File: src/design/clause_resolution_engine_assert.svh
// assertion macros used by the clause resolution engine sequencer
// all of them sample on aclk and are disabled while aresetn is low
`ifndef CLAUSE_RESOLUTION_ENGINE_ASSERT_SVH
`define CLAUSE_RESOLUTION_ENGINE_ASSERT_SVH

// same-cycle implication
`define CRE_ASSERT_IMP(label, ante, cons) \
    label: assert property (@(posedge aclk) disable iff (!aresetn) (ante) |-> (cons)) \
        else $error("clause resolution engine: same-cycle check failed");

// next-cycle implication
`define CRE_ASSERT_NXT(label, ante, cons) \
    label: assert property (@(posedge aclk) disable iff (!aresetn) (ante) |=> (cons)) \
        else $error("clause resolution engine: next-cycle check failed");

`endif

File: src/design/cre_pkg.sv
// ----------------------------------------------------------------------------
// cre_pkg
// Shared constants, types and helper functions of the clause resolution engine.
// ----------------------------------------------------------------------------
`default_nettype none

package cre_pkg;

    localparam int NUM_VARS    = 64;
    localparam int STORE_DEPTH = 64;
    localparam int CNT_W       = $clog2(STORE_DEPTH + 1);
    localparam int IDX_W       = $clog2(STORE_DEPTH);
    localparam int PC_W        = 7;
    localparam int LEN_W       = 8;

    localparam logic [63:0] VAR_MASK =
        (NUM_VARS >= 64) ? {64{1'b1}} : ((64'd1 << NUM_VARS) - 64'd1);

    localparam logic [63:0] M1  = 64'h5555555555555555;
    localparam logic [63:0] M2  = 64'h3333333333333333;
    localparam logic [63:0] M4  = 64'h0f0f0f0f0f0f0f0f;
    localparam logic [63:0] M8  = 64'h00ff00ff00ff00ff;
    localparam logic [63:0] M16 = 64'h0000ffff0000ffff;
    localparam logic [63:0] M32 = 64'h00000000ffffffff;

    typedef enum logic [2:0] {
        STAT_RESOLVENT = 3'd0,
        STAT_TAUTOLOGY = 3'd1,
        STAT_DUPLICATE = 3'd2,
        STAT_NONE      = 3'd3,
        STAT_FULL      = 3'd4,
        STAT_EMPTY     = 3'd5,
        STAT_CLEARED   = 3'd6
    } status_t;

    typedef enum logic [3:0] {
        S_IDLE,
        S_DUP_START,
        S_DUP_RD,
        S_DUP_CMP,
        S_CHK_FULL,
        S_RS_RD,
        S_RS_EV,
        S_RS_DEC,
        S_FIN,
        S_EMIT
    } state_t;

    // commands from controller to datapath
    typedef struct packed {
        logic             load_in;
        logic             rd_en;
        logic             wr_en;
        logic [IDX_W-1:0] addr;
        logic             eval;
        logic             push;
        logic             fin;
        logic             emit_code;
        status_t          code;
    } dp_cmd_t;

    // status from datapath to controller
    typedef struct packed {
        logic taut;
        logic dup_eq;
        logic res_ok;
        logic res_empty;
        logic out_free;
        logic pend_valid;
    } dp_stat_t;

    // swar population count
    function automatic logic [PC_W-1:0] popcount64(input logic [63:0] v);
        logic [63:0] t;
        t = (v & M1) + ((v >> 1) & M1);
        t = (t & M2) + ((t >> 2) & M2);
        t = (t & M4) + ((t >> 4) & M4);
        t = (t & M8) + ((t >> 8) & M8);
        t = (t & M16) + ((t >> 16) & M16);
        t = (t & M32) + (t >> 32);
        return t[PC_W-1:0];
    endfunction

endpackage

`default_nettype wire

File: src/design/cre_ctrl.sv
// ----------------------------------------------------------------------------
// cre_ctrl
// Sequencer: duplicate scan, store, newest-first resolution, result hand-off.
// ----------------------------------------------------------------------------
`default_nettype none

module cre_ctrl (
    input  wire logic               aclk,
    input  wire logic               aresetn,
    input  wire logic               s_valid,
    output logic                    s_ready,
    input  wire logic               s_req_type,
    output cre_pkg::dp_cmd_t        cmd,
    input  wire cre_pkg::dp_stat_t  stat
);
    import cre_pkg::*;

    state_t           state_reg, state_next;
    logic [IDX_W-1:0] idx_reg, idx_next;
    logic [CNT_W-1:0] count_reg, count_next;
    status_t          code_reg, code_next;
    logic             accept;
    logic [CNT_W-1:0] last_idx;

    assign accept   = s_valid && s_ready;
    assign last_idx = count_reg - CNT_W'(1);

    // state registers
    always_ff @(posedge aclk) begin
        if (!aresetn) begin
            state_reg <= S_IDLE;
            count_reg <= '0;
            idx_reg   <= '0;
            code_reg  <= STAT_NONE;
        end else begin
            state_reg <= state_next;
            count_reg <= count_next;
            idx_reg   <= idx_next;
            code_reg  <= code_next;
        end
    end

    // next state
    always_comb begin
        state_next = state_reg;
        idx_next   = idx_reg;
        count_next = count_reg;
        code_next  = code_reg;
        case (state_reg)
            S_IDLE: begin
                if (accept) begin
                    if (s_req_type) begin
                        count_next = '0;
                        code_next  = STAT_CLEARED;
                        state_next = S_EMIT;
                    end else begin
                        state_next = S_DUP_START;
                    end
                end
            end
            S_DUP_START: begin
                idx_next = '0;
                if (stat.taut) begin
                    code_next  = STAT_TAUTOLOGY;
                    state_next = S_EMIT;
                end else if (count_reg == '0) begin
                    state_next = S_CHK_FULL;
                end else begin
                    state_next = S_DUP_RD;
                end
            end
            S_DUP_RD: begin
                state_next = S_DUP_CMP;
            end
            S_DUP_CMP: begin
                if (stat.dup_eq) begin
                    code_next  = STAT_DUPLICATE;
                    state_next = S_EMIT;
                end else if (idx_reg == last_idx[IDX_W-1:0]) begin
                    state_next = S_CHK_FULL;
                end else begin
                    idx_next   = idx_reg + IDX_W'(1);
                    state_next = S_DUP_RD;
                end
            end
            S_CHK_FULL: begin
                if (count_reg == CNT_W'(STORE_DEPTH)) begin
                    code_next  = STAT_FULL;
                    state_next = S_EMIT;
                end else begin
                    count_next = count_reg + CNT_W'(1);
                    if (count_reg == '0) begin
                        state_next = S_FIN;
                    end else begin
                        idx_next   = last_idx[IDX_W-1:0];
                        state_next = S_RS_RD;
                    end
                end
            end
            S_RS_RD: begin
                state_next = S_RS_EV;
            end
            S_RS_EV: begin
                state_next = S_RS_DEC;
            end
            S_RS_DEC: begin
                if (stat.res_ok && stat.pend_valid && !stat.out_free) begin
                    state_next = S_RS_DEC;
                end else if (stat.res_ok && stat.res_empty) begin
                    state_next = S_FIN;
                end else if (idx_reg == '0) begin
                    state_next = S_FIN;
                end else begin
                    idx_next   = idx_reg - IDX_W'(1);
                    state_next = S_RS_RD;
                end
            end
            S_FIN: begin
                if (stat.out_free) begin
                    state_next = S_IDLE;
                end
            end
            S_EMIT: begin
                if (stat.out_free) begin
                    state_next = S_IDLE;
                end
            end
            default: begin
                state_next = S_IDLE;
            end
        endcase
    end

    // datapath commands
    always_comb begin
        s_ready       = (state_reg == S_IDLE);
        cmd.load_in   = accept;
        cmd.rd_en     = 1'b0;
        cmd.wr_en     = 1'b0;
        cmd.addr      = idx_reg;
        cmd.eval      = 1'b0;
        cmd.push      = 1'b0;
        cmd.fin       = 1'b0;
        cmd.emit_code = 1'b0;
        cmd.code      = code_reg;
        case (state_reg)
            S_DUP_RD: begin
                cmd.rd_en = 1'b1;
            end
            S_RS_RD: begin
                cmd.rd_en = 1'b1;
            end
            S_CHK_FULL: begin
                cmd.addr  = count_reg[IDX_W-1:0];
                cmd.wr_en = (count_reg != CNT_W'(STORE_DEPTH));
            end
            S_RS_EV: begin
                cmd.eval = 1'b1;
            end
            S_RS_DEC: begin
                cmd.push = stat.res_ok && (stat.out_free || !stat.pend_valid);
            end
            S_FIN: begin
                cmd.fin = stat.out_free;
            end
            S_EMIT: begin
                cmd.emit_code = stat.out_free;
            end
            default: begin
                cmd.load_in = accept;
            end
        endcase
    end

    `include "clause_resolution_engine_assert.svh"

    `CRE_ASSERT_IMP(a_count_bound, 1'b1, count_reg <= CNT_W'(STORE_DEPTH))
    `CRE_ASSERT_IMP(a_write_room, cmd.wr_en, count_reg < CNT_W'(STORE_DEPTH))
    `CRE_ASSERT_NXT(a_clear_count, accept && s_req_type, count_reg == '0)
    `CRE_ASSERT_NXT(a_eval_then_dec, state_reg == S_RS_EV, state_reg == S_RS_DEC)

endmodule

`default_nettype wire

File: config.mk
export PLATFORM = sky130hd
export DESIGN_NAME = cre_ctrl
export DESIGN_NICKNAME = d
export VERILOG_FILES = /design/src/design/cre_pkg.sv /design/src/design/cre_ctrl.sv
export VERILOG_INCLUDE_DIRS = /design/src /design/src/design
export SDC_FILE = /design/constraint.sdc
export NUM_CORES = 1
export LEC_CHECK = 0
export ABC_AREA = 1
export ABC_CLOCK_PERIOD_IN_PS = 3700
export BUFFER_PORTS_ARGS = -buffer_cell sky130_fd_sc_hd__buf_2
export CORE_ASPECT_RATIO = 1.25
export CORE_MARGIN = 2
export CORE_UTILIZATION = 55
export DETAILED_ROUTE_END_ITERATION = 6
export PLACE_DENSITY = 0.77
export SLEW_MARGIN = 40
export SYNTH_ARGS = -nofsm -noshare
export SYNTH_HDL_FRONTEND = slang
export SYNTH_SLANG_ARGS = --single-unit
File: constraint.sdc
create_clock -name aclk -period 3.7 [get_ports aclk]
set_input_delay 0.74 -clock aclk [delete_from_list [all_inputs] [get_ports aclk]]
set_output_delay 0.74 -clock aclk [all_outputs]
set_load 0.01 [all_outputs]
==> impl_results.md, run 1 <==
- Unrepaired setup endpoints after global routing: no
- Post-Place Cells: about 350
- CP startpoint kind: flop
- # IOs: 27
- Post-layout util: 0.625
- Crit Path Category: reg -> out
- Pwr/cell area: ~650 nW/µm²
- Placer Congestion: between 0.8 and 0.9
- Hold Slack: roughly 0.46 ns
- Clock power share: 0.163
- Total power draw: roughly 1.4 mW
- Row count: 24
- Status: finished clean
- Ys Warns: 0
- P_int: just over 0.7 mW
- Total net switching power: around 0.66 mW
- Skew final: approximately 0.0033 ns
- Max-slew violation count: 0
- 1st-iter DRT viols: 84
- Hold Path Stages: 2
- Initial Util: 0.566
- Peak supply drop: about 0.37 mV
- P&R area growth vs syn: 10.4%
- Drt first pass iters: 4
- Reg power frac: 0.266
- # DRC: 0
- Sequential-to-total area share from yosys stat: 0.207
- Unique masters post-synth: 38
- FF+latch count, synth: 20
- Layout Nets: ~340
- Leading area contributor after synthesis: dfxtp_1
- Sw frac: 0.477
- Largest cells by area after synthesis: dfxtp_1, nand2_1, nand3_1, inv_1, nor2_1
- Wire per inst: approximately 13 µm
- Initial antenna violation count: 0
- Die Ht: around 70 µm
- Total nets after synthesis: 311
- Worst-Margin Slew: 0.494 ns
- Final Hold Viols: 0
- Max-cap violation count: 0
- Minimum clock period after layout: around 2.5 ns
- Post-CTS Setup Inserts: 0
- Commonest non-fill, non-tap cells in the layout: nand2_1, inv_1, nor2_1, nand3_1, buf_2
- Design area: 2140 µm²
- Grt ovf: 0
- Post-DP HPWL: roughly 3600 µm
- Worst Path Arrival: ~1.8 ns
- Total GRT Usage: 0.240
- Die X-Extent: between 50 and 60 µm
- Core area: 3420 µm²
- First-pass GRT wire length: about 8000 µm
- Drt total wl: around 4600 µm
- Die area: 4010 µm²
- Placed inst area: ~2100 µm²
- Synthesized area per cell: ~6.6 µm²
- CTS tree: yes
- Post-CTS Resized: 0
- Clk Latency, worst-skew pair: 0.27 ns
- Syn Inst Count: 294
- DR vias/cell: 5.37
- Clock transition at the registers of the reported paths: approximately 0.080 ns
- Clock buffer depth: 2
- CTS Sinks: 20
- Hold-fix buffers, CTS: 0
- Min setup slack post-route: roughly 1.2 ns
- Via Count: 1916
- Routed Antenna Nets: 0
- Worst-path maximum fanout: 23
- DP Worst Slack: about 1.5 ns
- # diodes: 0
- Final setup violation count: 0
- Filler-free cell count of the finished design: between 300 and 400
- Port buffer count: 26
- Reg2Reg Depth: 11
- Root buffer cell: clkbuf_8
- H-tree Lvls: 1
- Leakage power figure: about 1.1 nW
- Fmax achieved: around 400 MHz
- Vias in the first global route: 1859
- Comb power frac: 0.571
- CTS Buf Count: 3
- Yosys top cell area share: 0.207
- Layout cells sized above 1: 0.214
- Worst rel slew slack: 0.670
- Worst Hold Class: reg -> reg
- Largest register FFs: 7
- Largest net degree at the start of global routing: 24
- Endpoint kind of the worst setup timing path: output pin
- Synth Cell Area: around 1900 µm²
- Tcrit/Tclk final: 0.684
- Commonest non-fill, non-tap cell in the layout: nand2_1
- TNS Setup: 0 ns
- WP data required: just under 3 ns
==> metal layers <==
| metal | vias to the layer above | GRT usage | share of wire |
|---|---|---|---|
| li1 | 1007 | - | - |
| met1 | 847 | 0.277 | 0.43 |
| met2 | 47 | 0.436 | 0.50 |
| met3 | 15 | 0.0241 | 0.040 |
| met4 | 0 | 0.106 | 0.033 |
| met5 | - | 0 | 0 |
==> path summary, 6_finish.rpt <==
path                                   start          end  slack (ns)
worst max register to register  state_reg[0]   idx_reg[3]        1.49
worst min register to register   code_reg[0]  code_reg[0]        0.46
worst min-delay path             code_reg[0]  code_reg[0]        0.46
worst max-delay path            state_reg[1]      cmd[13]        1.17
==> power by group through the flow <==
| stage | Sequential (mW) | Combinational, mW | Clock [mW] |
|---|---|---|---|
| 2_1_floorplan | 0.359 | 0.620 | 0 |
| 3_3_place_gp | 0.370 | 0.779 | 0 |
| 3_5_place_dp | 0.371 | 0.788 | 0 |
| 4_1_cts | 0.367 | 0.793 | 0.229 |
| 5_1_grt | 0.378 | 0.903 | 0.235 |
| 6_report | 0.369 | 0.793 | 0.226 |
==> synth_stat cells <==
master	count
nand2_1	70
inv_1	33
nor2_1	30
nand3_1	26
a21oi_1	22
dfxtp_1	20
o21ai_0	14
nor2_4	7
ha_1	6
inv_2	5
or2_2	5
nand2_4	4
nand3b_1	4
nor2_2	4
nor3_1	4
xor2_1	4
a21oi_4	3
a31oi_1	3
nand3_4	3
nand4_1	3
buf_4	2
inv_4	2
nand3_2	2
nor2_8	2
nor4_1	2
o22ai_1	2
a211oi_1	1
buf_2	1
buf_6	1
clkbuf_1	1
clkbuf_8	1
clkinv_1	1
fa_1	1
o211ai_1	1
o21ai_1	1
o21ai_2	1
o31ai_1	1
xnor3_1	1
==> critical path, cell delays in order, from the launching register on <==
cell and delay (ns):
dfxtp_1 0.38, nor2_2 0.17, nand3_2 0.41, a21oi_1 0.38
buf_2 0.19
==> cell type report <==
class,instances,area [µm²]
Timing Repair Buffer,26,130
Tap cell,39,48.8
Clock inverter,1,30.0
Fill cell,339,1280
Clock buffer,3,41.3
Multi-Input combinational cell,227,1330
Inverter,41,159
Sequential cell,20,400
==> cell families after synthesis <==
family          count (synthesis)  synth area share
flops                          20             0.207
buf+inv                        47             0.107
xor+xnor                        5            0.0297
compound gates                 49             0.153
fa+ha+maj                       7            0.0491
simple gates                  166             0.454
Power figures use the tool's default switching activity.
==> inputs of run 2 (changes only) <==
--- a/config.mk
+++ b/config.mk
@@ -7,7 +7,7 @@
 export NUM_CORES = 1
 export LEC_CHECK = 0
 export ABC_AREA = 1
-export ABC_CLOCK_PERIOD_IN_PS = 3700
+export ABC_CLOCK_PERIOD_IN_PS = 2600
 export BUFFER_PORTS_ARGS = -buffer_cell sky130_fd_sc_hd__buf_2
 export CORE_ASPECT_RATIO = 1.25
 export CORE_MARGIN = 2
==> constraint.sdc (replaced) <==
create_clock -name aclk -period 2.6 [get_ports aclk]
set_input_delay 0.52 -clock aclk [delete_from_list [all_inputs] [get_ports aclk]]
set_output_delay 0.52 -clock aclk [all_outputs]
set_load 0.01 [all_outputs]
==> impl_results.md, run 2 (synthesized netlist as in run 1, its figures left out) <==
- Via Count: 1948
- Die area: ~4000 µm²
- Routed Antenna Nets: 0
- Crit Path Category: reg -> out
- Max-slew violation count: 0
- P&R area growth vs syn: 10.8%
- Skew final: 0.00517 ns
- Worst Path Arrival: between 1.5 and 2 ns
- Largest register FFs: 7
- Layout Nets: 337
- WP data required: around 2.1 ns
- Max-cap violation count: 0
- Post-layout util: 0.627
- Final setup violation count: 0
- Cell chain of the critical path: inv_1, ha_1, nand3_2, nor2_4, a21oi_1, buf_2
- Initial Util: 0.566
- Post-CTS Resized: 0
- Worst-Margin Slew: roughly 0.46 ns
- Largest net degree at the start of global routing: 14
- Wire per inst: between 10 and 15 µm
- Drt first pass iters: 4
- Root buffer cell: clkbuf_8
- Worst rel slew slack: 0.688
- # IOs: 27
- DR vias/cell: ~5.4
- First-pass GRT wire length: 7650 µm
- Total GRT Usage: 0.235
- Drt total wl: between 4000 and 5000 µm
- Commonest non-fill, non-tap cell in the layout: nand2_1
- Leakage power figure: about 1.1 nW
- Tcrit/Tclk final: 0.880
- CP max stage cell: dfxtp_1
- Clk Latency, worst-skew pair: 0.26 ns
- Die X-Extent: around 57 µm
- Placed inst area: 2070 µm²
- # DRC: 0
- Die Ht: ~70 µm
- Peak supply drop: a little under 0.6 mV
- Hold-fix buffers, CTS: 0
- Layout cells sized above 1: 0.216
- Pwr/cell area: a little over 900 nW/µm²
- Design area: ~2100 µm²
- Vias in the first global route: 1804
- Final Hold Viols: 0
- Fmax achieved: around 440 MHz
- # diodes: 0
- Clock transition at the registers of the reported paths: ~0.090 ns
- H-tree Lvls: 1
- Clock buffer depth: 2
- 1st-iter DRT viols: roughly 110
- Placer Congestion: around 0.9
- Commonest non-fill, non-tap cells in the layout: nand2_1, inv_1, nor2_1, nand3_1, buf_2
- Row count: 24
- Status: finished clean
- CP startpoint kind: flop
- Core area: 3420 µm²
- Worst-path maximum fanout: 7
- Total power draw: between 1.5 and 2 mW
- Unrepaired setup endpoints after global routing: no
- CTS tree: yes
- Post-CTS Setup Inserts: 0
- Worst Hold Class: reg -> reg
- Grt ovf: 0
- TNS Setup: 0 ns
- Initial antenna violation count: 0
- CTS Sinks: 20
- Minimum clock period after layout: around 2.3 ns
- CTS Buf Count: 3
- Fillcell total: about 320
- Post-DP HPWL: around 3600 µm
- Port buffer count: 26
- Endpoint kind of the worst setup timing path: output pin
- Worst path max stage delay: between 0.4 and 0.5 ns
run 2: cell types whose count changed in the layout (fill, tap and decap cells not counted):
cell   previous run  this run
buf_4             0         1
run 2: final timing paths:
check           endpoint    startpoint  cells after the start  slack, ns
max              cmd[13]  count_reg[0]                      6       0.31
min          code_reg[2]   code_reg[2]                      2       0.46
max reg2reg   idx_reg[3]  state_reg[0]                     11       0.43
min reg2reg  code_reg[2]   code_reg[2]                      2       0.46
run 2: metal layers:
layer | global-route usage | up-vias | wire length (µm)
met2 | 0.410 | 71 | 2220
met5 | 0 | - | 0
li1 | - | 1007 | -
met4 | 0.0827 | 0 | 125
met1 | 0.295 | 858 | 1940
met3 | 0.0259 | 12 | 227
run 2: where the power goes:
part / leakage, nW / internal [mW] / switching (mW) / total [mW]
clock: 0.0357 / 0.206 / 0.115 / 0.321
combinational: 0.855 / 0.436 / 0.689 / 1.13
sequential: 0.163 / 0.394 / 0.130 / 0.524
total: 1.05 / 1.04 / 0.935 / 1.97
run 2: worst max-delay path: cells and delay by family, from the launching register on:
family / cells / cell delay, ns
flip-flops: 1 / 0.43
buffers and inverters: 2 / 0.35
adder cells (fa/ha/maj): 1 / 0.30
AO/OA/AOI/OAI: 1 / 0.23
AND/OR/NAND/NOR: 2 / 0.20
run 2: per-stage QoR:
step | worst slack (ns) | instances | hold WS, ns
after global routing | 0.158 | 358 | 0.494
after global placement | 0.489 | 354 | 0.441
final | 0.311 | 358 | 0.461
after floorplan | 0.588 | 294 | 0.476
after detailed placement | 0.440 | 354 | 0.451
after CTS | 0.324 | 358 | 0.466
run 2: final cells by class:
type	count	area, µm²	share of cell area
Clock buffer	3	41.3	0.0192
Multi-Input combinational cell	227	1330	0.619
Inverter	41	159	0.0741
Tap cell	39	48.8	0.0227
Clock inverter	1	30.0	0.0140
Timing Repair Buffer	27	138	0.0641
Sequential cell	20	400	0.187
